[src/rtl/ccdc_pkg.sv]
// Shared types, constants and codes for the character cell depth compositor.
`timescale 1ns / 1ps

package ccdc_pkg;

    // Frame store geometry
    localparam int MAX_COLS  = 128;
    localparam int MAX_ROWS  = 64;
    localparam int MEM_DEPTH = MAX_COLS * MAX_ROWS;
    localparam int IDX_W     = $clog2(MEM_DEPTH);
    localparam int COL_W     = $clog2(MAX_COLS + 1);
    localparam int ROW_W     = $clog2(MAX_ROWS + 1);
    localparam int COL_IDX_W = $clog2(MAX_COLS);
    localparam int ROW_IDX_W = $clog2(MAX_ROWS);
    localparam int CELLS_W   = COL_W + ROW_W;

    // Field widths
    localparam int POS_W   = 12;
    localparam int DEPTH_W = 16;
    localparam int CELL_W  = 16;
    localparam int MEM_W   = CELL_W + DEPTH_W;

    // Configuration port
    localparam int CFG_ADDR_W = 4;
    localparam int CFG_DATA_W = 32;
    localparam int REG_IDX_W  = 2;

    localparam logic [REG_IDX_W-1:0] REG_SCREEN_WIDTH  = 2'd0;
    localparam logic [REG_IDX_W-1:0] REG_SCREEN_HEIGHT = 2'd1;
    localparam logic [REG_IDX_W-1:0] REG_CLEAR_COLOR   = 2'd2;

    localparam logic [7:0] RST_SCREEN_WIDTH  = 8'd80;
    localparam logic [6:0] RST_SCREEN_HEIGHT = 7'd25;
    localparam logic [3:0] RST_CLEAR_COLOR   = 4'd0;

    // Command codes
    localparam logic [1:0] FUNC_CLEAR     = 2'd0;
    localparam logic [1:0] FUNC_DRAW      = 2'd1;
    localparam logic [1:0] FUNC_DRAW_CLIP = 2'd2;
    localparam logic [1:0] FUNC_READ      = 2'd3;

    localparam logic [1:0] KIND_TEXT   = 2'd0;
    localparam logic [1:0] KIND_OPAQUE = 2'd1;
    localparam logic [1:0] KIND_TRANSP = 2'd2;

    localparam logic [7:0]         GLYPH_SPACE = 8'h20;
    localparam logic [DEPTH_W-1:0] DEPTH_EMPTY = '1;

    typedef struct packed {
        logic [1:0]                func;
        logic signed [POS_W-1:0]   pos_x;
        logic signed [POS_W-1:0]   pos_y;
        logic [7:0]                glyph;
        logic [3:0]                fg_color;
        logic [4:0]                bg_color;
        logic [1:0]                cell_kind;
        logic signed [DEPTH_W-1:0] depth;
        logic signed [POS_W-1:0]   clip_left;
        logic signed [POS_W-1:0]   clip_top;
        logic signed [POS_W-1:0]   clip_right;
        logic signed [POS_W-1:0]   clip_bottom;
    } cmd_t;

    typedef struct packed {
        logic [7:0]                cell_glyph;
        logic [7:0]                cell_attr;
        logic signed [DEPTH_W-1:0] cell_depth;
        logic                      drawn;
    } res_t;

    typedef struct packed {
        logic [7:0] screen_width;
        logic [6:0] screen_height;
        logic [3:0] clear_color;
    } cfg_t;

    // Address decode of one command
    typedef struct packed {
        logic             on;
        logic             visible;
        logic [IDX_W-1:0] idx;
        logic             fill_none;
        logic [IDX_W-1:0] fill_last;
    } dec_t;

    // Frame store port
    typedef struct packed {
        logic             we;
        logic [IDX_W-1:0] waddr;
        logic [MEM_W-1:0] wdata;
        logic [IDX_W-1:0] raddr;
    } mem_req_t;

    typedef enum logic [1:0] {
        ST_INIT,
        ST_IDLE,
        ST_CHECK,
        ST_FILL
    } state_t;

endpackage

[src/rtl/ccdc_regs.sv]
// APB configuration registers: screen size and clear color.
`timescale 1ns / 1ps

module ccdc_regs (
    input  logic                             clk,
    input  logic                             rst_n,
    input  logic                             psel,
    input  logic                             penable,
    input  logic                             pwrite,
    input  logic [ccdc_pkg::CFG_ADDR_W-1:0]  paddr,
    input  logic [ccdc_pkg::CFG_DATA_W-1:0]  pwdata,
    output logic [ccdc_pkg::CFG_DATA_W-1:0]  prdata,
    output logic                             pready,
    output ccdc_pkg::cfg_t                   cfg
);
    import ccdc_pkg::*;

    logic [7:0] screen_width_reg;
    logic [6:0] screen_height_reg;
    logic [3:0] clear_color_reg;

    logic [REG_IDX_W-1:0] reg_idx;
    logic                 wr_en;

    assign reg_idx = paddr[REG_IDX_W+1:2];
    assign wr_en   = psel && penable && pwrite;
    assign pready  = 1'b1;

    // Register writes
    always_ff @(posedge clk or negedge rst_n)
    begin
        if (!rst_n)
        begin
            screen_width_reg  <= RST_SCREEN_WIDTH;
            screen_height_reg <= RST_SCREEN_HEIGHT;
            clear_color_reg   <= RST_CLEAR_COLOR;
        end
        else if (wr_en)
        begin
            unique case (reg_idx)
                REG_SCREEN_WIDTH:  screen_width_reg  <= pwdata[7:0];
                REG_SCREEN_HEIGHT: screen_height_reg <= pwdata[6:0];
                REG_CLEAR_COLOR:   clear_color_reg   <= pwdata[3:0];
                default:           ;
            endcase
        end
    end

    // Read mux
    always_comb
    begin
        unique case (reg_idx)
            REG_SCREEN_WIDTH:  prdata = CFG_DATA_W'(screen_width_reg);
            REG_SCREEN_HEIGHT: prdata = CFG_DATA_W'(screen_height_reg);
            REG_CLEAR_COLOR:   prdata = CFG_DATA_W'(clear_color_reg);
            default:           prdata = '0;
        endcase
    end

    assign cfg.screen_width  = screen_width_reg;
    assign cfg.screen_height = screen_height_reg;
    assign cfg.clear_color   = clear_color_reg;

endmodule

[config.mk]
export PLATFORM = sky130hd
export DESIGN_NAME = ccdc_regs
export DESIGN_NICKNAME = d
export VERILOG_FILES = /design/src/rtl/ccdc_pkg.sv /design/src/rtl/ccdc_regs.sv
export SDC_FILE = /design/constraint.sdc
export NUM_CORES = 1
export LEC_CHECK = 0
export ABC_AREA = 1
export BUFFER_PORTS_ARGS = -buffer_cell sky130_fd_sc_hd__buf_2
export CAP_MARGIN = 20
export CORE_MARGIN = 3
export CORE_UTILIZATION = 38
export DETAILED_ROUTE_END_ITERATION = 12
export GPL_ROUTABILITY_DRIVEN = 0
export PLACE_DENSITY = 0.8
export SETUP_SLACK_MARGIN = 0.05
export SLEW_MARGIN = 40
export SYNTH_ARGS = -nofsm -noshare
export SYNTH_HDL_FRONTEND = slang
export SYNTH_SLANG_ARGS = --single-unit
[constraint.sdc]
create_clock -name clk -period 0.8 [get_ports clk]
set_input_delay 0.08 -clock clk [delete_from_list [all_inputs] [get_ports clk]]
set_output_delay 0.08 -clock clk [all_outputs]
set_load 0.005 [all_outputs]
After elaboration in Yosys (flattened, before gate mapping)

Cells that the tools add are included.

Logic and storage cells: 12
Bits in latches: 0
ROM bits: 0
Bits in writable memories: 0
Output and inout bits: 52
Memories: 0
Bits in registers: 19

$mul: 0
Div/mod/pow operators: 0
Bitwise operators: 0
Eq/ne operators: 2
Add/sub/neg operators: 0
Shift operators: 0
Mux-type cells: 1
Reductions and logical operators: 6
Order comparisons: 0

Operators by type and width:

| cell               | count |
|---|---|
| $pmux 8 s3         | 1 |
| $reduce_and 2->1   | 3 |
| $eq 2x1->1 const B | 1 |
| $eq 2x2->1 const B | 1 |
| $logic_and 1x1->1  | 2 |
| $logic_not 2->1    | 1 |

Logic depth before layout (Yosys ltp)

Gate-level depths: netlist of the first run.

Word-level depth: 3
Depth in mapped cells: 6
Depth with buffers taken out: 6

Worst setup path after synthesis of the first run

OpenSTA, ideal clock, no wires.

Kind: register to output
Start point: register screen_height_reg[0]
End point: output port prdata[0] in the netlist's numbering
Arrival time: 0.656 ns
Buffers on the path: 0
Stages on the path, launching flop included: 3
Setup slack: 0.064 ns
Required time: 0.720 ns
Cells stage by stage: dfstp_2 -> nand2_1 -> nand3_1

Cells in the longest elaborated chain, start to end: 1

Ends and longest elaborated chain:

| what                     | RTL line        | text |
|---|---|---|
| start: declaration       | ccdc_regs.sv:19 | `logic [6:0] screen_height_reg;` |
| start signal: assignment | ccdc_regs.sv:42 | `REG_SCREEN_HEIGHT: screen_height_reg <= pwdata[6:0];` |
| $pmux 8 s3               | ccdc_regs.sv:52 | `unique case (reg_idx)` |
| end: declaration         | ccdc_regs.sv:12 | `output logic [ccdc_pkg::CFG_DATA_W-1:0] prdata,` |

Every way passes these cells.

Worst setup path in the final report of the first run

Start point: register screen_width_reg[4]
End point: output port prdata[4] in the netlist's numbering

Cells in the longest elaborated chain, start to end: 1

Ends and longest elaborated chain:

| what                     | RTL line        | text |
|---|---|---|
| start: declaration       | ccdc_regs.sv:18 | `logic [7:0] screen_width_reg;` |
| start signal: assignment | ccdc_regs.sv:41 | `REG_SCREEN_WIDTH: screen_width_reg <= pwdata[7:0];` |
| $pmux 8 s3               | ccdc_regs.sv:52 |  |

Every way passes these cells.

==> impl_metrics.ini, run 1 <==
[outcome]
outcome = complete, but fails checks
violations = negative setup slack

[clocking]
cts-buffers-inserted = 3
cts-root-buf = clkbuf_4
clk_latency_ns = 0.29
cts_tree = done
htree_levels = 1
clock_sinks = 19
cts.clk_slew.worst_paths_ns = 0.11
clock_path_buffers = 2

[finish]
final_area_mm2 = 0.00162
syn_to_final_growth_pct = 44.9
largest_register_ffs = 8
nets = 257
fillers = 251
final_common_cell = nand2_1
drive_gt1_share_pct = 44.7
final_cell_mix = nand2_1, buf_2, conb_1
finalCoreUtilization_pct = 58.3
seq_area_um2 = 482
multi_input_area_um2 = 551
n_antenna_cell = 0

[yosys]
synth_xor_xnor_area_share_pct = 0
synth_top_area_share_pct = 31.3
synth_top_family_by_area = simple AND/OR/NAND/NOR gates
synth_top_cell_by_area = dfrtp_1
synth_area_mm2 = 0.00112
synth_cell_types = 15
synth_compound_area_share_pct = 0
yosys.area_share.simple_pct = 37.2
ys_seq_elements = 19
yosys-top-cells-area = dfrtp_1, nand2_1, buf_4, dfstp_2, nor2_4
synth_cells = 148
syn_area_per_cell_um2 = 7.56
muxShareOfSynthArea_pct = 0
yosys_warnings = 0
seq_area_frac_synth_pct = 43.1
yosys.area_share.adder_pct = 0

[timing]
rsz0062_at_grt = yes
skew_ns = 0
fin_crit_sh_pct = 146
hold_viol = 0
slew_violations = 0
fin_crit_ns = 1.17
final-setup-viol-count = 30
fmax_ghz = 0.858
fin_hold_ws_ns = 0.00480
finalWorstSetupSlack_ns = -0.365

[critical_path]
crit_type = reg2out
critPathRequiredTime_ns = 0.72
start_kind = flop
critPathBufInv = 1
crit_chain = nand2_1, nand2_1, buf_2
critical_path.max_fanout = 3
critical_path.top_delay_family = flip-flops
cpMaxStageDelayCell = dfstp_2
crit_arrival_ns = 1.09
endpoint_kind = output port
critPathMaxStageDelay_ns = 0.58
crit_top_cell = nand2_1

[die]
start_util_pct = 40.2
die-area_mm2 = 0.00363
io_pins = 93
rows = 19
core_mm2 = 0.00278
dieWidth_um = 60.3
die_h_um = 60.3

[route]
antenna_left = 0
drtPass1Iterations = 4
post_drt_wl_per_cell_um = 11.5
drt_iter0_drc = 19
via_per_inst = 4.21
drc = 0
vias = 1036
totalWireLength_mm = 2.83

[global_route]
grt_pass1_vias = 982
grt_max_degree = 20
track_usage_pct = 15.3
grt_pass1_wl_mm = 4.18
grt_overflow = 0
antenna_found_initial = 0

[power]
power.leakage_nw = 0.941
vdd_ir_drop_max_mv = 1.24
power.density_mw_per_mm2 = 1890

[placed_design]
placed_area_mm2 = 0.00131
portBuffers = 41
place_worst_setup_slack_ns = -0.0607
dp_hpwl_mm = 1.98

[flow_run]
maxCapViolCount = 0

[min_path]
hp-class = in2reg
==> layout make-up <==
class | count | area share (%)
sequential | 19 | 29.7
tap | 31 | 2.39
inverter | 6 | 1.54
clock buffer | 3 | 1.39
clock inverter | 1 | 0.309
multi-input combinational | 121 | 34.0
timing repair buffer | 65 | 30.7
==> cell families after synthesis <==
logic type	count (synthesis)
buffers and inverters	31
flip-flops	19
other	2
AND/OR/NAND/NOR	96
==> power breakdown <==
group	internal (W)	leakage (nW)	total, W	switching, W
sequential	0.00119	0.230	0.00135	0.000157
clock	0.000186	0.0177	0.000481	0.000295
combinational	0.000725	0.694	0.00123	0.000506
total	0.00210	0.941	0.00306	0.000958
==> worst min-delay path, stage by stage <==
cell and delay, ns:
buf_2 0.12, nand2_1 0.06, nand2_1 0.04
==> metal layers <==
layer | track usage [%] | part of all wire [%] | up-vias
met5 | 0 | 0 | -
met4 | 6.65 | 1.7 | 0
met3 | 1.08 | 4.8 | 4
met2 | 28.7 | 57 | 34
met1 | 17.4 | 37 | 467
li1 | - | - | 531
==> stage by stage <==
step,total power (W),std cells,setup TNS [ns]
floorplan,0.00174,171,0
global placement,0.00206,224,-0.328
detailed placement,0.00208,224,-0.669
CTS,0.00285,244,-5.63
global route,0.00327,246,-7.16
finish,0.00306,246,-5.91
==> cell usage after synthesis (all sizes together) <==
| cell type | count |
|---|---|
| nand2 | 85 |
| buf | 25 |
| dfrtp | 14 |
| inv | 6 |
| nor2 | 6 |
| dfstp | 5 |
| nand3 | 5 |
| conb | 2 |
==> worst paths after layout <==
path	startpoint	cells after the start	slack, ns	end
setup reg to reg	screen_height_reg[3]$_DFFE_PN1P_	4	-0.07	screen_height_reg[3]$_DFFE_PN1P_
hold reg to reg	screen_height_reg[4]$_DFFE_PN1P_	2	0.49	screen_height_reg[4]$_DFFE_PN1P_
max in group asynchronous	rst_n	2	0.20	screen_width_reg[6]$_DFFE_PN1P_
setup / recovery	screen_width_reg[4]$_DFFE_PN1P_	3	-0.37	prdata[4]
hold / removal	pwdata[3]	3	0.005	screen_height_reg[3]$_DFFE_PN1P_
min in group asynchronous	rst_n	2	0.26	clear_color_reg[3]$_DFFE_PN0P_
==> timing repair <==
action / 4_1_cts / 5_1_grt
setup endpoints to repair: 29 / 40
gates resized for setup: 10 / 26
pin swaps: 13 / 14
cloned: 0 / 0
setup buffers: 11 / 5
hold buffers: 5 / 0
endpoints found under the hold margin: 20 / 0
Power figures use the tool's default switching activity.
==> inputs of run 2 (changes only) <==
PLACE_DENSITY = 0.76   (was 0.8)
==> run 2 against run 1 <==
The flow still finishes with violations (negative setup slack). Fmax rose by 1.8%. Global-route usage shrank 0.31 points. Critical path depth unchanged. Clock-buffer cell count unchanged. Setup slack improved by 0.021 ns. Utilization shrank 2.0 points. Worst hold slack got worse by 0.0041 ns. Combinational power decreased by 11%. Register-to-register slack gained 0.04 ns. Largest cell class unchanged.
==> impl_metrics.ini, run 2 (same netlist as run 1, synthesis figures left out) <==
[critical_path]
crit_arrival_ns = 1.06
critPathRequiredTime_ns = 0.72
endpoint_kind = output port
crit_type = reg2out
critical_path.max_fanout = 3
start_kind = flop

[timing]
fin_crit_ns = 1.14
fin_hold_ws_ns = 0.000723
fmax_ghz = 0.874
finalWorstSetupSlack_ns = -0.344
hold_viol = 0
rsz0062_at_grt = yes
fin_crit_sh_pct = 143
skew_ns = 0
slew_violations = 0
final-setup-viol-count = 29

[die]
start_util_pct = 40.2
core_mm2 = 0.00278
die_h_um = 60.3
dieWidth_um = 60.3
die-area_mm2 = 0.00363
io_pins = 93
rows = 19

[route]
drc = 0
vias = 1089
via_per_inst = 4.50
totalWireLength_mm = 2.75
drtPass1Iterations = 4
antenna_left = 0
post_drt_wl_per_cell_um = 11.4
drt_iter0_drc = 19

[finish]
largest_register_ffs = 8
drive_gt1_share_pct = 40.8
fin_cells = 242
nets = 253
fillers = 262
final_cell_mix = nand2_1, buf_2, conb_1
final_common_cell = nand2_1
n_antenna_cell = 0
syn_to_final_growth_pct = 39.8

[power]
p_total_w = 0.00293
vdd_ir_drop_max_mv = 1.24
power.density_mw_per_mm2 = 1870
power.leakage_nw = 0.916

[global_route]
grt_max_degree = 20
track_usage_pct = 15.0
grt_pass1_wl_mm = 4.09
grt_pass1_vias = 887
grt_overflow = 0
antenna_found_initial = 0

[clocking]
cts-buffers-inserted = 3
cts.clk_slew.worst_paths_ns = 0.11
clock_sinks = 19
cts_tree = done
clk_latency_ns = 0.29
htree_levels = 1
cts-root-buf = clkbuf_4
clock_path_buffers = 2

[placed_design]
portBuffers = 41
place_inst = 223
dp_hpwl_mm = 1.91

[outcome]
violations = negative setup slack
outcome = complete, but fails checks

[min_path]
hp-class = in2reg

[flow_run]
maxCapViolCount = 0
-- run 2: cell count changes in the layout (fill, tap and decap cells not counted), sizes merged --
cell / before / now
dlygate4sd3: 5 / 6
buf: 60 / 55
-- run 2: final cells by class --
type                       count  area (um2)  share of cell area (%)
multi-input combinational    121         538                    34.4
sequential                    19         482                    30.8
timing repair buffer          61         453                    29.0
tap                           31        38.8                    2.48
inverter                       6        25.0                    1.60
clock buffer                   3        22.5                    1.44
clock inverter                 1        5.00                   0.320
-- run 2: final timing paths --
check | slack, ns | from | cells past startpoint | to
max | -0.34 | screen_width_reg[4]$_DFFE_PN1P_ | 3 | prdata[4]
min in group asynchronous | 0.24 | rst_n | 2 | screen_width_reg[0]$_DFFE_PN0P_
min | 0.0007 | pwdata[0] | 3 | screen_height_reg[0]$_DFFE_PN1P_
max reg2reg | -0.03 | screen_width_reg[1]$_DFFE_PN0P_ | 4 | screen_width_reg[1]$_DFFE_PN0P_
min reg2reg | 0.48 | screen_width_reg[4]$_DFFE_PN1P_ | 2 | screen_width_reg[4]$_DFFE_PN1P_
max in group asynchronous | 0.23 | rst_n | 2 | screen_width_reg[6]$_DFFE_PN1P_
-- run 2: repair_timing --
item                       4_1_cts  5_1_grt
buffers inserted                 7        2
resized for setup               12       14
hold endpoints to repair        22        0
setup endpoints to repair       29       38
hold buffers                     6        0
pin swaps                        8        9
-- run 2: per-layer routing --
metal | up-vias | track usage (%) | share of wire [%]
met1 | 509 | 20.5 | 39
met3 | 4 | 2.16 | 8.2
met4 | 0 | 2.85 | 0.36
met5 | - | 0 | 0
li1 | 526 | - | -
met2 | 50 | 25.2 | 53
-- run 2: power by group --
group	internal (W)	switching, W	total, W
registers	0.00119	0.000151	0.00135
clock network	0.000186	0.000294	0.000480
logic	0.000634	0.000467	0.00110
-- run 2: critical path, stage by stage (launching register included) --
cell	delay, ns
dfstp_2	0.56
nand2_1	0.06
nand2_1	0.06
buf_2	0.10
-- run 2: per-stage QoR --
stage | util (%) | worst slack [ns] | area, um2 | TNS [ns]
after floorplan | - | 0.0641 | 1200 | 0
after global placement | 46.7 | -0.0500 | 1300 | -0.452
after detailed placement | 46.7 | -0.0590 | 1300 | -0.594
after CTS | 54.0 | -0.353 | 1500 | -5.85
after global routing | 56.2 | -0.404 | 1560 | -7.34
final | 56.2 | -0.344 | 1560 | -5.89
==> inputs of run 3 (changes only) <==
ABC_AREA = not set   (was 1)
PLACE_DENSITY = 0.77   (was 0.76)
==> run 3 against run 2 <==
The flow still finishes with violations (negative setup slack). Global-route usage up 2.5 points. Utilization up 11 points. Critical path depth unchanged. Sequential share of layout area down 3.2 points. Register-to-register slack worse by 0.15 ns.
==> impl_metrics.ini, run 3 <==
[power]
clkPwrFrac_pct = 13.9
p_sw_w = 0.00103
p_int_w = 0.00258
power.density_mw_per_mm2 = 2070
combPwrFrac_pct = 47.0
seqPwrFrac_pct = 39.0
power.leakage_nw = 0.913
swShare_pct = 28.4
vdd_ir_drop_max_mv = 1.81

[global_route]
grt_overflow = 0
grt_pass1_vias = 880
antenna_found_initial = 0
grt_max_degree = 20
grt_pass1_wl_mm = 4.49
track_usage_pct = 17.5

[finish]
final_cell_mix = buf_6, conb_1, buf_2
n_antenna_cell = 0
syn_to_final_growth_pct = 61.2
drive_gt1_share_pct = 63.4
final_area_mm2 = 0.00175
finalCoreUtilization_pct = 67.4
nets = 203
final_common_cell = buf_6
largest_register_ffs = 8

[route]
drc = 0
drt_iter0_drc = 5
vias = 863
antenna_left = 0
drtPass1Iterations = 2
totalWireLength_mm = 3.00
via_per_inst = 4.52
post_drt_wl_per_cell_um = 15.7

[timing]
fin_crit_sh_pct = 156
slew_violations = 0
final.setup.tns_ns = -8.39
finalWorstSetupSlack_ns = -0.450
rsz0062_at_grt = yes
fin_crit_ns = 1.25
final-setup-viol-count = 45
skew_ns = 0
hold_viol = 0
fin_hold_ws_ns = 0.0207
fmax_ghz = 0.800

[die]
io_pins = 93
start_util_pct = 41.8
dieWidth_um = 59.4
die-area_mm2 = 0.00353
die_h_um = 59.4
rows = 18
core_mm2 = 0.00259

[yosys]
syn_area_per_cell_um2 = 11.8
async_flop_share_pct = 100
synth_ff_type = dfrtp_1
yosysMostFrequentCell = buf_4
synth_edf_count = 0
synth_cells = 92
synth_top_area_share_pct = 32.3
ys_seq_elements = 19
yosys-top-cells-area = dfrtp_1, mux2_2, buf_4, dfstp_2, mux2i_1
yosys_warnings = 0
synth_area_mm2 = 0.00108
synth_top_cell_by_area = dfrtp_1
synth_cell_types = 16
synthTopCellsByCount = buf_4, mux2_2, dfrtp_1
seq_area_frac_synth_pct = 44.5

[clocking]
clock_sinks = 19
clk_latency_ns = 0.31
cts-buffers-inserted = 3
clock_path_buffers = 2
cts_tree = done
cts.clk_slew.worst_paths_ns = 0.10
htree_levels = 1
cts-root-buf = clkbuf_4

[placed_design]
placed_area_mm2 = 0.00136
place_worst_setup_slack_ns = -0.435
portBuffers = 41
dp_hpwl_mm = 1.91

[critical_path]
start_kind = flop
critical_path.max_fanout = 2
crit_type = reg2out
r2r_end = clear_color_reg[2]$_DFFE_PN0P_
crit_start = screen_height_reg[4]$_DFFE_PN1P_
worst_r2r_startpoint = clear_color_reg[2]$_DFFE_PN0P_
crit_arrival_ns = 1.17
endpoint_kind = output port
r2r_cells = 3
critPathRequiredTime_ns = 0.72
critPathMaxStageDelay_ns = 0.56
crit_chain = mux2i_1, nor2_1, buf_2
reg2reg_slack_ns = -0.18
cpMaxStageDelayCell = dfstp_2

[min_path]
hp-class = in2reg
holdPathEnd = screen_width_reg[5]$_DFFE_PN0P_
hold_start = pwdata[5]
hold_path_depth = 2

[flow_run]
maxCapViolCount = 0

[outcome]
outcome = complete, but fails checks
violations = negative setup slack
[run 3: changes by cell type in the layout (fill, tap and decap cells not counted), moves of 3 or more]
cell           before  now
nand2_1            73    4
buf_6              16   36
mux2_4              0   15
nand2_2            11    0
buf_2              32   23
mux2i_1             0    6
dlygate4sd3_1       6    1
mux2_2              0    4
nor2_4              4    0
o21ai_1             0    4
inv_1               3    0
nand3_1             3    0
[run 3: power groups by stage]
stage	registers (W)	clock network (W)	logic (W)
final	0.00141	0.000503	0.00170
after global routing	0.00145	0.000537	0.00183
after CTS	0.00139	0.000497	0.00158
after detailed placement	0.00140	0	0.000959
after global placement	0.00139	0	0.000927
after floorplan	0.00141	0	0.000467
[run 3: critical path, delay by kind of cell (launching register included)]
kind,cells,cell delay (ns)
mux,1,0.08
simple gates,1,0.10
flops,1,0.56
buf+inv,1,0.12
[run 3: worst max path at each step]
stage | cells past startpoint | to | slack (ns)
after CTS | 3 | prdata[4] | -0.40
final | 3 | prdata[4] | -0.45
after global routing | 3 | prdata[4] | -0.48
after floorplan | 3 | screen_height_reg[1]$_DFFE_PN0P_ | -0.20
after global placement | 4 | screen_width_reg[2]$_DFFE_PN0P_ | -0.40
after detailed placement | 4 | screen_width_reg[1]$_DFFE_PN0P_ | -0.44
[run 3: per-stage QoR]
step                      power, W  std cells
after floorplan            0.00188        115
after global placement     0.00231        173
after detailed placement   0.00236        173
after CTS                  0.00347        189
after global routing       0.00382        191
final                      0.00361        191
[run 3: area by class of cell]
cell class | instances | area (um2)
sequential | 19 | 482
fill | 195 | 843
multi-input combinational | 68 | 563
clock buffer | 4 | 26.3
timing repair buffer | 70 | 638
tap | 30 | 37.5
[run 3: metal layers]
metal  up-vias  share of wire, %  track usage (%)
met5         -                 0                0
met4         0              0.83             5.83
met3         2               8.3             2.18
met2        51                49             30.3
met1       414                42             22.3
li1        396                 -                -
[run 3: timing repair]
| item | CTS | global route |
|---|---|---|
| pin swaps | 4 | 0 |
| endpoints found under the setup margin | 46 | 46 |
| resized for setup | 52 | 14 |
| hold buffers | 1 | 0 |
| hold endpoints to repair | 14 | 0 |
| buffers inserted | 11 | 7 |
| cloned | 0 | 0 |
[run 3: cell families after synthesis]
logic type,Yosys count,synth area share (%)
compound gates,4,1.85
flops,19,44.5
simple gates,13,7.51
mux,26,26.2
buf+inv,28,19.3
other cells,2,0.693
